## src/rtl/core/isfp_pkg.sv

```systemverilog
// ----------------------------------------------------------------------------
// isfp_pkg
// Shared types and constants of the inertial sensor serial frame parser.
// ----------------------------------------------------------------------------
package isfp_pkg;

   localparam logic [7:0] SYNC_BYTE  = 8'h55;
   localparam logic [7:0] TYPE_ACCEL = 8'h51;
   localparam logic [7:0] TYPE_GYRO  = 8'h52;
   localparam logic [7:0] TYPE_ANGLE = 8'h53;
   localparam logic [7:0] TYPE_MAG   = 8'h54;
   localparam logic [7:0] TYPE_QUAT  = 8'h59;

   localparam int AXES = 3;

   typedef enum logic [1:0] {
      REG_SIGN_MASK    = 2'd0,
      REG_ROLL_OFFSET  = 2'd1,
      REG_PITCH_OFFSET = 2'd2,
      REG_YAW_OFFSET   = 2'd3
   } reg_index_type;

   typedef enum logic [1:0] {
      ST_OK      = 2'd0,
      ST_BAD_SUM = 2'd1,
      ST_UNKNOWN = 2'd2
   } status_type;

   typedef enum logic [2:0] {
      KIND_ACCEL = 3'd0,
      KIND_GYRO  = 3'd1,
      KIND_ANGLE = 3'd2,
      KIND_MAG   = 3'd3,
      KIND_QUAT  = 3'd4
   } kind_type;

   typedef struct packed {
      kind_type   kind;
      logic [8:0] sign_mask;
   } decode_ctrl_type;

endpackage

```

## src/rtl/core/isfp_decode.sv

```systemverilog
// ----------------------------------------------------------------------------
// isfp_decode
// Per-axis sign correction; angles get offset removal and 17-bit saturation.
// ----------------------------------------------------------------------------
module isfp_decode (
   input  isfp_pkg::decode_ctrl_type ctrl,
   input  logic signed [15:0]        word_a,
   input  logic signed [15:0]        word_b,
   input  logic signed [15:0]        word_c,
   input  logic signed [15:0]        roll_offset,
   input  logic signed [15:0]        pitch_offset,
   input  logic signed [15:0]        yaw_offset,
   output logic signed [16:0]        value_a,
   output logic signed [16:0]        value_b,
   output logic signed [16:0]        value_c
);
   import isfp_pkg::*;

   localparam logic signed [17:0] SAT_HI = 18'sd65535;
   localparam logic signed [17:0] SAT_LO = -18'sd65536;

   logic [15:0]        raw   [AXES];
   logic [15:0]        offs  [AXES];
   logic               neg   [AXES];
   logic [16:0]        raw17 [AXES];
   logic [16:0]        sgn17 [AXES];
   logic signed [17:0] diff  [AXES];
   logic signed [16:0] value [AXES];

   assign raw[0]  = word_a;
   assign raw[1]  = word_b;
   assign raw[2]  = word_c;
   assign offs[0] = roll_offset;
   assign offs[1] = pitch_offset;
   assign offs[2] = yaw_offset;

   always_comb begin
      for (int i = 0; i < AXES; i++) begin
         case (ctrl.kind)
            KIND_ACCEL: neg[i] = ctrl.sign_mask[i];
            KIND_GYRO:  neg[i] = ctrl.sign_mask[AXES + i];
            KIND_ANGLE: neg[i] = ctrl.sign_mask[2 * AXES + i];
            default:    neg[i] = 1'b0;
         endcase
         raw17[i] = {raw[i][15], raw[i]};
         sgn17[i] = neg[i] ? (17'd0 - raw17[i]) : raw17[i];
         diff[i]  = {sgn17[i][16], sgn17[i]} - {{2{offs[i][15]}}, offs[i]};
         if (ctrl.kind != KIND_ANGLE) begin
            value[i] = sgn17[i];
         end else if (diff[i] > SAT_HI) begin
            value[i] = SAT_HI[16:0];
         end else if (diff[i] < SAT_LO) begin
            value[i] = SAT_LO[16:0];
         end else begin
            value[i] = diff[i][16:0];
         end
      end
   end

   assign value_a = value[0];
   assign value_b = value[1];
   assign value_c = value[2];

endmodule

```

## src/rtl/core/imu_serial_frame_parser.sv

```systemverilog
// ----------------------------------------------------------------------------
// imu_serial_frame_parser
// Sync hunt, 8-bit sum check and field decode of inertial sensor frames.
// Throughput: one byte per cycle; a waiting result stalls only a frame's
// last byte. Latency: a result is valid the cycle after its last byte.
// Reset clears position, sum, seen bits, temperature, counters and registers.
// ----------------------------------------------------------------------------
module imu_serial_frame_parser #(
   parameter int FRAME_BYTES = 11
) (
   input  logic                clock,
   input  logic                reset,
   input  logic                req_valid,
   output logic                req_ready,
   input  logic [7:0]          req_data_byte,
   output logic                rsp_valid,
   input  logic                rsp_ready,
   output logic [1:0]          rsp_status,
   output logic [2:0]          rsp_frame_kind,
   output logic signed [16:0]  rsp_value_a,
   output logic signed [16:0]  rsp_value_b,
   output logic signed [16:0]  rsp_value_c,
   output logic signed [15:0]  rsp_value_d,
   output logic signed [15:0]  rsp_temperature_raw,
   output logic [4:0]          rsp_valid_bits,
   output logic [31:0]         rsp_good_frame_count,
   output logic [31:0]         rsp_angle_frame_count,
   output logic [31:0]         rsp_bad_sum_count,
   input  logic                csr_psel,
   input  logic                csr_penable,
   input  logic                csr_pwrite,
   input  logic [3:0]          csr_paddr,
   input  logic [31:0]         csr_pwdata,
   output logic [31:0]         csr_prdata,
   output logic                csr_pready
);
   import isfp_pkg::*;

   localparam int               POS_W    = $clog2(FRAME_BYTES);
   localparam logic [POS_W-1:0] LAST_POS = POS_W'(FRAME_BYTES - 1);

   logic [POS_W-1:0]   pos_ff, pos_in;
   logic [7:0]         sum_ff, sum_in;
   logic [7:0]         store_ff [1:9];
   logic [4:0]         seen_ff, seen_in;
   logic [15:0]        temp_ff, temp_in;
   logic [31:0]        good_cnt_ff, good_cnt_in;
   logic [31:0]        angle_cnt_ff, angle_cnt_in;
   logic [31:0]        bad_cnt_ff, bad_cnt_in;

   logic [8:0]         sign_mask_ff;
   logic [15:0]        roll_off_ff, pitch_off_ff, yaw_off_ff;

   logic               rsp_valid_ff;
   status_type         status_ff, status_in;
   kind_type           kind_ff, kind_in;
   logic [16:0]        val_a_ff, val_b_ff, val_c_ff;
   logic [16:0]        val_a_in, val_b_in, val_c_in;
   logic [15:0]        val_d_ff, val_d_in;

   logic               accept, last_byte, sum_ok, known, good;
   kind_type           kind;
   decode_ctrl_type    ctrl;
   logic signed [16:0] dec_a, dec_b, dec_c;
   logic               csr_write;
   reg_index_type      csr_index;

   // handshakes
   assign req_ready = !rsp_valid_ff || rsp_ready || (pos_ff != LAST_POS);
   assign accept    = req_valid && req_ready;
   assign last_byte = accept && (pos_ff == LAST_POS);
   assign rsp_valid = rsp_valid_ff;

   // frame type decode
   always_comb begin
      known = 1'b1;
      unique case (store_ff[1])
         TYPE_ACCEL: kind = KIND_ACCEL;
         TYPE_GYRO:  kind = KIND_GYRO;
         TYPE_ANGLE: kind = KIND_ANGLE;
         TYPE_MAG:   kind = KIND_MAG;
         TYPE_QUAT:  kind = KIND_QUAT;
         default: begin
            kind  = KIND_ACCEL;
            known = 1'b0;
         end
      endcase
   end

   assign sum_ok         = (req_data_byte == sum_ff);
   assign good           = sum_ok && known;
   assign ctrl.kind      = kind;
   assign ctrl.sign_mask = sign_mask_ff;

   isfp_decode u_decode (
      .ctrl         (ctrl),
      .word_a       ({store_ff[3], store_ff[2]}),
      .word_b       ({store_ff[5], store_ff[4]}),
      .word_c       ({store_ff[7], store_ff[6]}),
      .roll_offset  (roll_off_ff),
      .pitch_offset (pitch_off_ff),
      .yaw_offset   (yaw_off_ff),
      .value_a      (dec_a),
      .value_b      (dec_b),
      .value_c      (dec_c)
   );

   // frame tracking and state update
   always_comb begin
      pos_in       = pos_ff;
      sum_in       = sum_ff;
      seen_in      = seen_ff;
      temp_in      = temp_ff;
      good_cnt_in  = good_cnt_ff;
      angle_cnt_in = angle_cnt_ff;
      bad_cnt_in   = bad_cnt_ff;
      if (accept) begin
         if (pos_ff == '0) begin
            if (req_data_byte == SYNC_BYTE) begin
               pos_in = POS_W'(1);
               sum_in = SYNC_BYTE;
            end
         end else if (pos_ff != LAST_POS) begin
            pos_in = pos_ff + POS_W'(1);
            sum_in = sum_ff + req_data_byte;
         end else begin
            pos_in = '0;
            if (!sum_ok) begin
               bad_cnt_in = bad_cnt_ff + 32'd1;
            end else if (known) begin
               seen_in     = seen_ff | (5'd1 << kind);
               good_cnt_in = good_cnt_ff + 32'd1;
               if (kind == KIND_ANGLE) begin
                  angle_cnt_in = angle_cnt_ff + 32'd1;
               end
               if (kind != KIND_QUAT) begin
                  temp_in = {store_ff[9], store_ff[8]};
               end
            end
         end
      end
   end

   // result payload
   always_comb begin
      if (!sum_ok) begin
         status_in = ST_BAD_SUM;
      end else if (known) begin
         status_in = ST_OK;
      end else begin
         status_in = ST_UNKNOWN;
      end
      kind_in  = good ? kind : KIND_ACCEL;
      val_a_in = good ? dec_a : 17'd0;
      val_b_in = good ? dec_b : 17'd0;
      val_c_in = good ? dec_c : 17'd0;
      val_d_in = (good && kind == KIND_QUAT) ? {store_ff[9], store_ff[8]} : 16'd0;
   end

   always_ff @(posedge clock) begin
      if (reset) begin
         pos_ff       <= '0;
         sum_ff       <= '0;
         seen_ff      <= '0;
         temp_ff      <= '0;
         good_cnt_ff  <= '0;
         angle_cnt_ff <= '0;
         bad_cnt_ff   <= '0;
         rsp_valid_ff <= 1'b0;
      end else begin
         pos_ff       <= pos_in;
         sum_ff       <= sum_in;
         seen_ff      <= seen_in;
         temp_ff      <= temp_in;
         good_cnt_ff  <= good_cnt_in;
         angle_cnt_ff <= angle_cnt_in;
         bad_cnt_ff   <= bad_cnt_in;
         if (last_byte) begin
            rsp_valid_ff <= 1'b1;
         end else if (rsp_ready) begin
            rsp_valid_ff <= 1'b0;
         end
      end
   end

   always_ff @(posedge clock) begin
      for (int i = 1; i <= 9; i++) begin
         if (accept && pos_ff == POS_W'(i)) begin
            store_ff[i] <= req_data_byte;
         end
      end
      if (last_byte) begin
         status_ff <= status_in;
         kind_ff   <= kind_in;
         val_a_ff  <= val_a_in;
         val_b_ff  <= val_b_in;
         val_c_ff  <= val_c_in;
         val_d_ff  <= val_d_in;
      end
   end

   assign rsp_status            = status_ff;
   assign rsp_frame_kind        = kind_ff;
   assign rsp_value_a           = val_a_ff;
   assign rsp_value_b           = val_b_ff;
   assign rsp_value_c           = val_c_ff;
   assign rsp_value_d           = val_d_ff;
   assign rsp_temperature_raw   = temp_ff;
   assign rsp_valid_bits        = seen_ff;
   assign rsp_good_frame_count  = good_cnt_ff;
   assign rsp_angle_frame_count = angle_cnt_ff;
   assign rsp_bad_sum_count     = bad_cnt_ff;

   // configuration registers
   assign csr_pready = 1'b1;
   assign csr_write  = csr_psel && csr_penable && csr_pwrite && csr_pready;
   assign csr_index  = reg_index_type'(csr_paddr[3:2]);

   always_ff @(posedge clock) begin
      if (reset) begin
         sign_mask_ff <= '0;
         roll_off_ff  <= '0;
         pitch_off_ff <= '0;
         yaw_off_ff   <= '0;
      end else if (csr_write) begin
         unique case (csr_index)
            REG_SIGN_MASK:    sign_mask_ff <= csr_pwdata[8:0];
            REG_ROLL_OFFSET:  roll_off_ff  <= csr_pwdata[15:0];
            REG_PITCH_OFFSET: pitch_off_ff <= csr_pwdata[15:0];
            REG_YAW_OFFSET:   yaw_off_ff   <= csr_pwdata[15:0];
            default: ;
         endcase
      end
   end

   always_comb begin
      unique case (csr_index)
         REG_SIGN_MASK:    csr_prdata = {23'd0, sign_mask_ff};
         REG_ROLL_OFFSET:  csr_prdata = {16'd0, roll_off_ff};
         REG_PITCH_OFFSET: csr_prdata = {16'd0, pitch_off_ff};
         REG_YAW_OFFSET:   csr_prdata = {16'd0, yaw_off_ff};
         default:          csr_prdata = 32'd0;
      endcase
   end

   // checks
   a_pos_range: assert property (@(posedge clock) disable iff (reset)
      pos_ff <= LAST_POS)
      else $error("byte position past frame end");

   a_rsp_from_last: assert property (@(posedge clock) disable iff (reset)
      $rose(rsp_valid_ff) |-> $past(last_byte))
      else $error("result raised without a last frame byte");

   a_bad_count: assert property (@(posedge clock) disable iff (reset)
      last_byte |=> ((bad_cnt_ff != $past(bad_cnt_ff)) == (rsp_status == ST_BAD_SUM)))
      else $error("checksum error count out of step with status");

   a_seen_sticky: assert property (@(posedge clock) disable iff (reset)
      1'b1 |=> ((seen_ff & $past(seen_ff)) == $past(seen_ff)))
      else $error("seen bit cleared");

endmodule

```

## config.mk

```make
export PLATFORM = sky130hd
export DESIGN_NAME = imu_serial_frame_parser
export DESIGN_NICKNAME = d
export VERILOG_FILES = /design/src/rtl/core/isfp_pkg.sv /design/src/rtl/core/isfp_decode.sv /design/src/rtl/core/imu_serial_frame_parser.sv
export SDC_FILE = /design/constraint.sdc
export NUM_CORES = 1
export LEC_CHECK = 0
export BUFFER_PORTS_ARGS = -buffer_cell sky130_fd_sc_hd__buf_2
export CAP_MARGIN = 20
export CORE_ASPECT_RATIO = 0.6
export CORE_UTILIZATION = 51
export DETAILED_ROUTE_END_ITERATION = 16
export GPL_TIMING_DRIVEN = 0
export PLACE_DENSITY = 0.75
export SLEW_MARGIN = 20
export SYNTH_ARGS = -nofsm -noshare
export SYNTH_HDL_FRONTEND = slang
export SYNTH_HIERARCHICAL = 1
export SYNTH_SLANG_ARGS = --single-unit
```

## constraint.sdc

```tcl
create_clock -name clock -period 9.1 [get_ports clock]
set_input_delay 1.365 -clock clock [delete_from_list [all_inputs] [get_ports clock]]
set_output_delay 1.365 -clock clock [all_outputs]
set_load 0.1 [all_outputs]
```

==> metrics list <==
* Outcome: finished, final reports clean
* Nets: 2,359
* Number of antenna violations at the first check in global routing: 8
* Initial DRT Pass Iterations: 5
- Area of the die: 36,200 um^2
- Die width: 245 um
- Signed area change from the synthesized netlist to the final layout: 16.5%
- Number of gates resized after CTS: 0
- Placed Cells incl. Taps: 2,663
- Once the clock tree was built, the setup fixing pass inserted 0 buffers.
- Total of max-cap violations: 0
- Broken down by cell family, the worst path's largest delay share belongs to simple AND/OR/NAND/NOR gates.
- Vias in the first global route: 14,500
- At the pin with the least slew margin, the transition time is 1.02 ns.
- Count of distinct cell types in the synthesized netlist: 90
* Share of cells above drive strength 1: 0.172
* CTS H-Tree Depth: 2
- Cell chosen for the clock root: sky130_fd_sc_hd__clkbuf_16
- Hold repair after CTS inserted 0 buffers.
- TritonCTS built the clock tree.
- Largest stage delay on the critical path: 0.68 ns
- Post-synthesis area per instance: 9.25 um^2
- Clock buffer count from CTS: 34
- Count of flip-flops with a built-in enable after synthesis: 144
* Data required time of the worst path: 9.39 ns
* Portion of the post-synthesis area used by sequential elements: 0.447
- Unrepaired setup endpoints after global routing: false
- Max-slew headroom at the worst pin: 0.320
- Routability-driven placement finished with a final weighted congestion of 1.00.
- Entering global routing, the biggest net connects 42 pins.
* Cell type contributing the most total cell area after synthesis: sky130_fd_sc_hd__edfxtp_1
- Dividing the detail-routed wire length by the instance count gives 20.5 um.
- Final global-route overflow total: 0
* Startpoint-to-endpoint class of the critical path: flop to flop
* Leak: 8.76 nW
- Clock tree synthesis found a total of 331 sinks.
- In the finished design, the share of the clock period the worst path needs comes to 0.736.
* CP Buf/Inv Count: 4
- Clock skew on the completed layout was measured at 0.0178 ns.
- Die height: 148 um
* Arrival time at the worst endpoint: 6.98 ns
* WHS: 0.472 ns
- Number of instances in the synthesized netlist: 1,950
- STA classifies the critical path endpoint as a flop.
* Min Clock Period, post-route: 6.69 ns
* Final routed DRC violation total: 0
* Worst-path cell chain: and4bb_2, nand2b_1, nor3_2, and2b_2, nand2_1, o21ai_0, nand2b_1, clkbuf_1, clkbuf_1, nor2_1, xor2_1, ha_1, o21a_1, o31ai_1, a2bb2oi_1, a41oi_1, o221ai_1, or4b_1, buf_6, buf_12, nand3_2, a21oi_2, and3_1
* Worst Slack Setup Final: 2.41 ns
- Area of the core region: 34,300 um^2
- VDD sags by at most 0.000132 V.
* Flops & latches, synth: 331
- Wire length reported by the detailed router: 55.9 mm
- The initial utilization of the core area, before any placement, comes to 0.526.
- The cell area that synthesis handed to floorplanning was 18,000 um^2.
* Async set-reset flop share out of synthesis: 0
- Power spread over the standard cell area amounts to 149 nW/um^2.
- Maximum fanout count along the critical path: 10
- Post-detailed-route via-to-cell ratio: 5.81
- Count of antenna-violating nets left after detailed routing: 0
- Floorplan row count: 52
- Setup violations remaining at the end of the flow were counted as 0.
* Startpoint type of the worst setup path: flop
* Clock slew at the register clock pins of the worst setup and hold paths: 0.07 ns
- In the synthesized netlist the dominant register cell turns out to be sky130_fd_sc_hd__dfxtp_1.
* Max Clk Rate: 149 MHz
* Aggregate negative setup slack: 0 ns
- The detailed router placed 15,900 vias in this run.
- Port buffering added 238 buffers.
- Leaving out filler cells and counting taps, the final layout contains 2,731.
* Detailed Route Iter0 Violations: 1,756
* Yosys top cell area share: 0.240
- At the placement stage, the worst setup path has a slack of 2.63 ns.
- The tightest min-delay check is of the flop to flop type.
- Worst-skew pair later-pin latency: 0.54 ns
* Buffer levels on the longest clock path: 3
- The first global-routing pass estimated 84.7 mm of wire.
* Cell type of the slowest stage on the worst timing path: sky130_fd_sc_hd__nor3_2
- Ranked by total cell area, the synthesized netlist is headed by sky130_fd_sc_hd__edfxtp_1 (24%), sky130_fd_sc_hd__dfxtp_1 (21%), sky130_fd_sc_hd__xor2_1 (4.9%), sky130_fd_sc_hd__nor2_1 (4.9%), sky130_fd_sc_hd__a21oi_1 (4.5%).
- Warnings, synthesis: 6
- Final Hold Violating Endpoints: 0
* Gr usage total: 0.304
- Count of pins over their slew limit: 0
- Boundary pin count: 275
* Post-DP HPWL: 41.9 mm
- Final Total Pwr: 0.00312 W
==> report_power, final <==
group          internal, W  total, W  switching, W
Combinational    0.0000499  0.000185      0.000135
Sequential         0.00155   0.00155    0.00000388
Clock             0.000785   0.00139      0.000606
Total              0.00238   0.00312      0.000745
==> cells by family (layout without fill, tap and decap cells) <==
| kind of cell | after synthesis | after routing | synth area share |
|---|---|---|---|
| xor+xnor | 155 | 155 | 0.0752 |
| compound gates | 334 | 334 | 0.116 |
| flops | 331 | 331 | 0.447 |
| buf+inv | 188 | 489 | 0.0475 |
| fa+ha+maj | 68 | 68 | 0.0488 |
| other cells | 2 | 23 | 0.000416 |
| mux | 51 | 51 | 0.0352 |
| simple gates | 821 | 821 | 0.230 |
==> worst paths after layout <==
check | from | end | slack [ns] | cells after the start
max | store_ff[0][7] | rsp_value_b[4] | 2.41 | 23
min | sum_ff[5] | sum_ff[5] | 0.47 | 2
max reg2reg | store_ff[0][7] | rsp_value_b[4] | 2.41 | 23
min reg2reg | sum_ff[5] | sum_ff[5] | 0.47 | 2
==> synthesized netlist by cell type (all sizes together) (4+ instances only) <==
cell    count
or4        15
nor2b      17
or3b        4
nand2b     27
or2         6
nor3       44
a22oi       6
o311a       5
o21a       15
ha         64
nand3b      8
or3        21
xnor2      54
o211ai      8
nand4      29
fa          4
and4       13
o21ai      41
mux4        9
nor4       22
nor2      236
inv        78
edfxtp    144
nand3      56
o31ai      15
and3       79
mux2        9
a21o       17
a211o       5
a311oi      7
buf        33
a22o        8
mux2i      33
dfxtp     187
clkbuf     73
a31oi       7
xor2      101
and2       30
a21oi     175
nand2     196
==> per-stage QoR <==
stage | area, um^2 | util
final | 21000 | 0.613
after global routing | 21000 | 0.613
after CTS | 21000 | 0.612
after detailed placement | 19900 | 0.580
after global placement | 19900 | 0.579
after floorplan | 18100 | -
==> cells in the final DEF (no fill, tap or decap), types with 9 or more instances in the layout <==
| cell type | n |
|---|---|
| sky130_fd_sc_hd__nor3_1 | 41 |
| sky130_fd_sc_hd__or3_1 | 20 |
| sky130_fd_sc_hd__or4_1 | 15 |
| sky130_fd_sc_hd__xnor2_1 | 54 |
| sky130_fd_sc_hd__clkbuf_1 | 83 |
| sky130_fd_sc_hd__dfxtp_1 | 187 |
| sky130_fd_sc_hd__o21a_1 | 15 |
| sky130_fd_sc_hd__buf_2 | 245 |
| sky130_fd_sc_hd__and2_1 | 29 |
| sky130_fd_sc_hd__edfxtp_1 | 144 |
| sky130_fd_sc_hd__o21ai_0 | 41 |
| sky130_fd_sc_hd__inv_1 | 77 |
| sky130_fd_sc_hd__and3_1 | 78 |
| sky130_fd_sc_hd__mux4_2 | 9 |
| sky130_fd_sc_hd__clkbuf_16 | 36 |
| sky130_fd_sc_hd__nand2b_1 | 27 |
| sky130_fd_sc_hd__conb_1 | 17 |
| sky130_fd_sc_hd__nor4_1 | 20 |
| sky130_fd_sc_hd__mux2_2 | 9 |
| sky130_fd_sc_hd__nand4_1 | 29 |
| sky130_fd_sc_hd__mux2i_1 | 33 |
| sky130_fd_sc_hd__a21oi_1 | 163 |
| sky130_fd_sc_hd__ha_1 | 64 |
| sky130_fd_sc_hd__o31ai_1 | 15 |
| sky130_fd_sc_hd__nand2_1 | 196 |
| sky130_fd_sc_hd__nand3_1 | 46 |
| sky130_fd_sc_hd__nor2b_1 | 17 |
| sky130_fd_sc_hd__a21o_1 | 17 |
| sky130_fd_sc_hd__nand3_2 | 10 |
| sky130_fd_sc_hd__a21oi_2 | 12 |
| sky130_fd_sc_hd__xor2_1 | 101 |
| sky130_fd_sc_hd__buf_4 | 17 |
| sky130_fd_sc_hd__nor2_1 | 235 |
| sky130_fd_sc_hd__and4_1 | 13 |
==> area by class of cell <==
cell class / instances / area [um^2]
fillers: 2904 / 13300
multi-input cells: 1446 / 9200
flip-flops and latches: 331 / 8070
repair buffers: 239 / 1210
clock buffers: 54 / 1030
well taps: 459 / 574
plain buffers: 109 / 561
inverters: 79 / 299
clock inverters: 8 / 67.6
diodes: 6 / 15.0
==> metal layers <==
layer  wire length (um)  up-vias  GRT usage  share of wire
met3               5430       79     0.0608          0.097
met4               1280        2     0.0900          0.023
met2              23000      729      0.424           0.41
li1                   -     7456          -              -
met1              26200     7599      0.467           0.47
met5                 13        -          0        0.00023
==> registers in the layout (all words and copies together), names as in the netlist <==
name,cells
pitch_off_ff,16
pos_ff,4
roll_off_ff,16
rsp_angle_frame_count,32
rsp_bad_sum_count,32
rsp_frame_kind,3
rsp_good_frame_count,32
rsp_status,2
rsp_temperature_raw,16
rsp_valid,1
rsp_valid_bits,5
rsp_value_a,17
rsp_value_b,17
rsp_value_c,17
rsp_value_d,16
sign_mask_ff,9
store_ff,72
sum_ff,8
yaw_off_ff,16
==> worst register-to-register path: stages, from the launching register on <==
cell	delay [ns]
sky130_fd_sc_hd__edfxtp_1	0.35
sky130_fd_sc_hd__and4bb_2	0.40
sky130_fd_sc_hd__nand2b_1	0.14
sky130_fd_sc_hd__nor3_2	0.68
sky130_fd_sc_hd__and2b_2	0.35
sky130_fd_sc_hd__nand2_1	0.07
sky130_fd_sc_hd__o21ai_0	0.07
sky130_fd_sc_hd__nand2b_1	0.16
sky130_fd_sc_hd__clkbuf_1	0.42
sky130_fd_sc_hd__clkbuf_1	0.45
sky130_fd_sc_hd__nor2_1	0.10
sky130_fd_sc_hd__xor2_1	0.25
sky130_fd_sc_hd__ha_1	0.32
sky130_fd_sc_hd__o21a_1	0.18
sky130_fd_sc_hd__o31ai_1	0.12
sky130_fd_sc_hd__a2bb2oi_1	0.25
sky130_fd_sc_hd__a41oi_1	0.65
sky130_fd_sc_hd__o221ai_1	0.30
sky130_fd_sc_hd__or4b_1	0.59
sky130_fd_sc_hd__buf_6	0.17
sky130_fd_sc_hd__buf_12	0.16
sky130_fd_sc_hd__nand3_2	0.07
sky130_fd_sc_hd__a21oi_2	0.05
sky130_fd_sc_hd__and3_1	0.15
(Power assumes the default switching activity.)
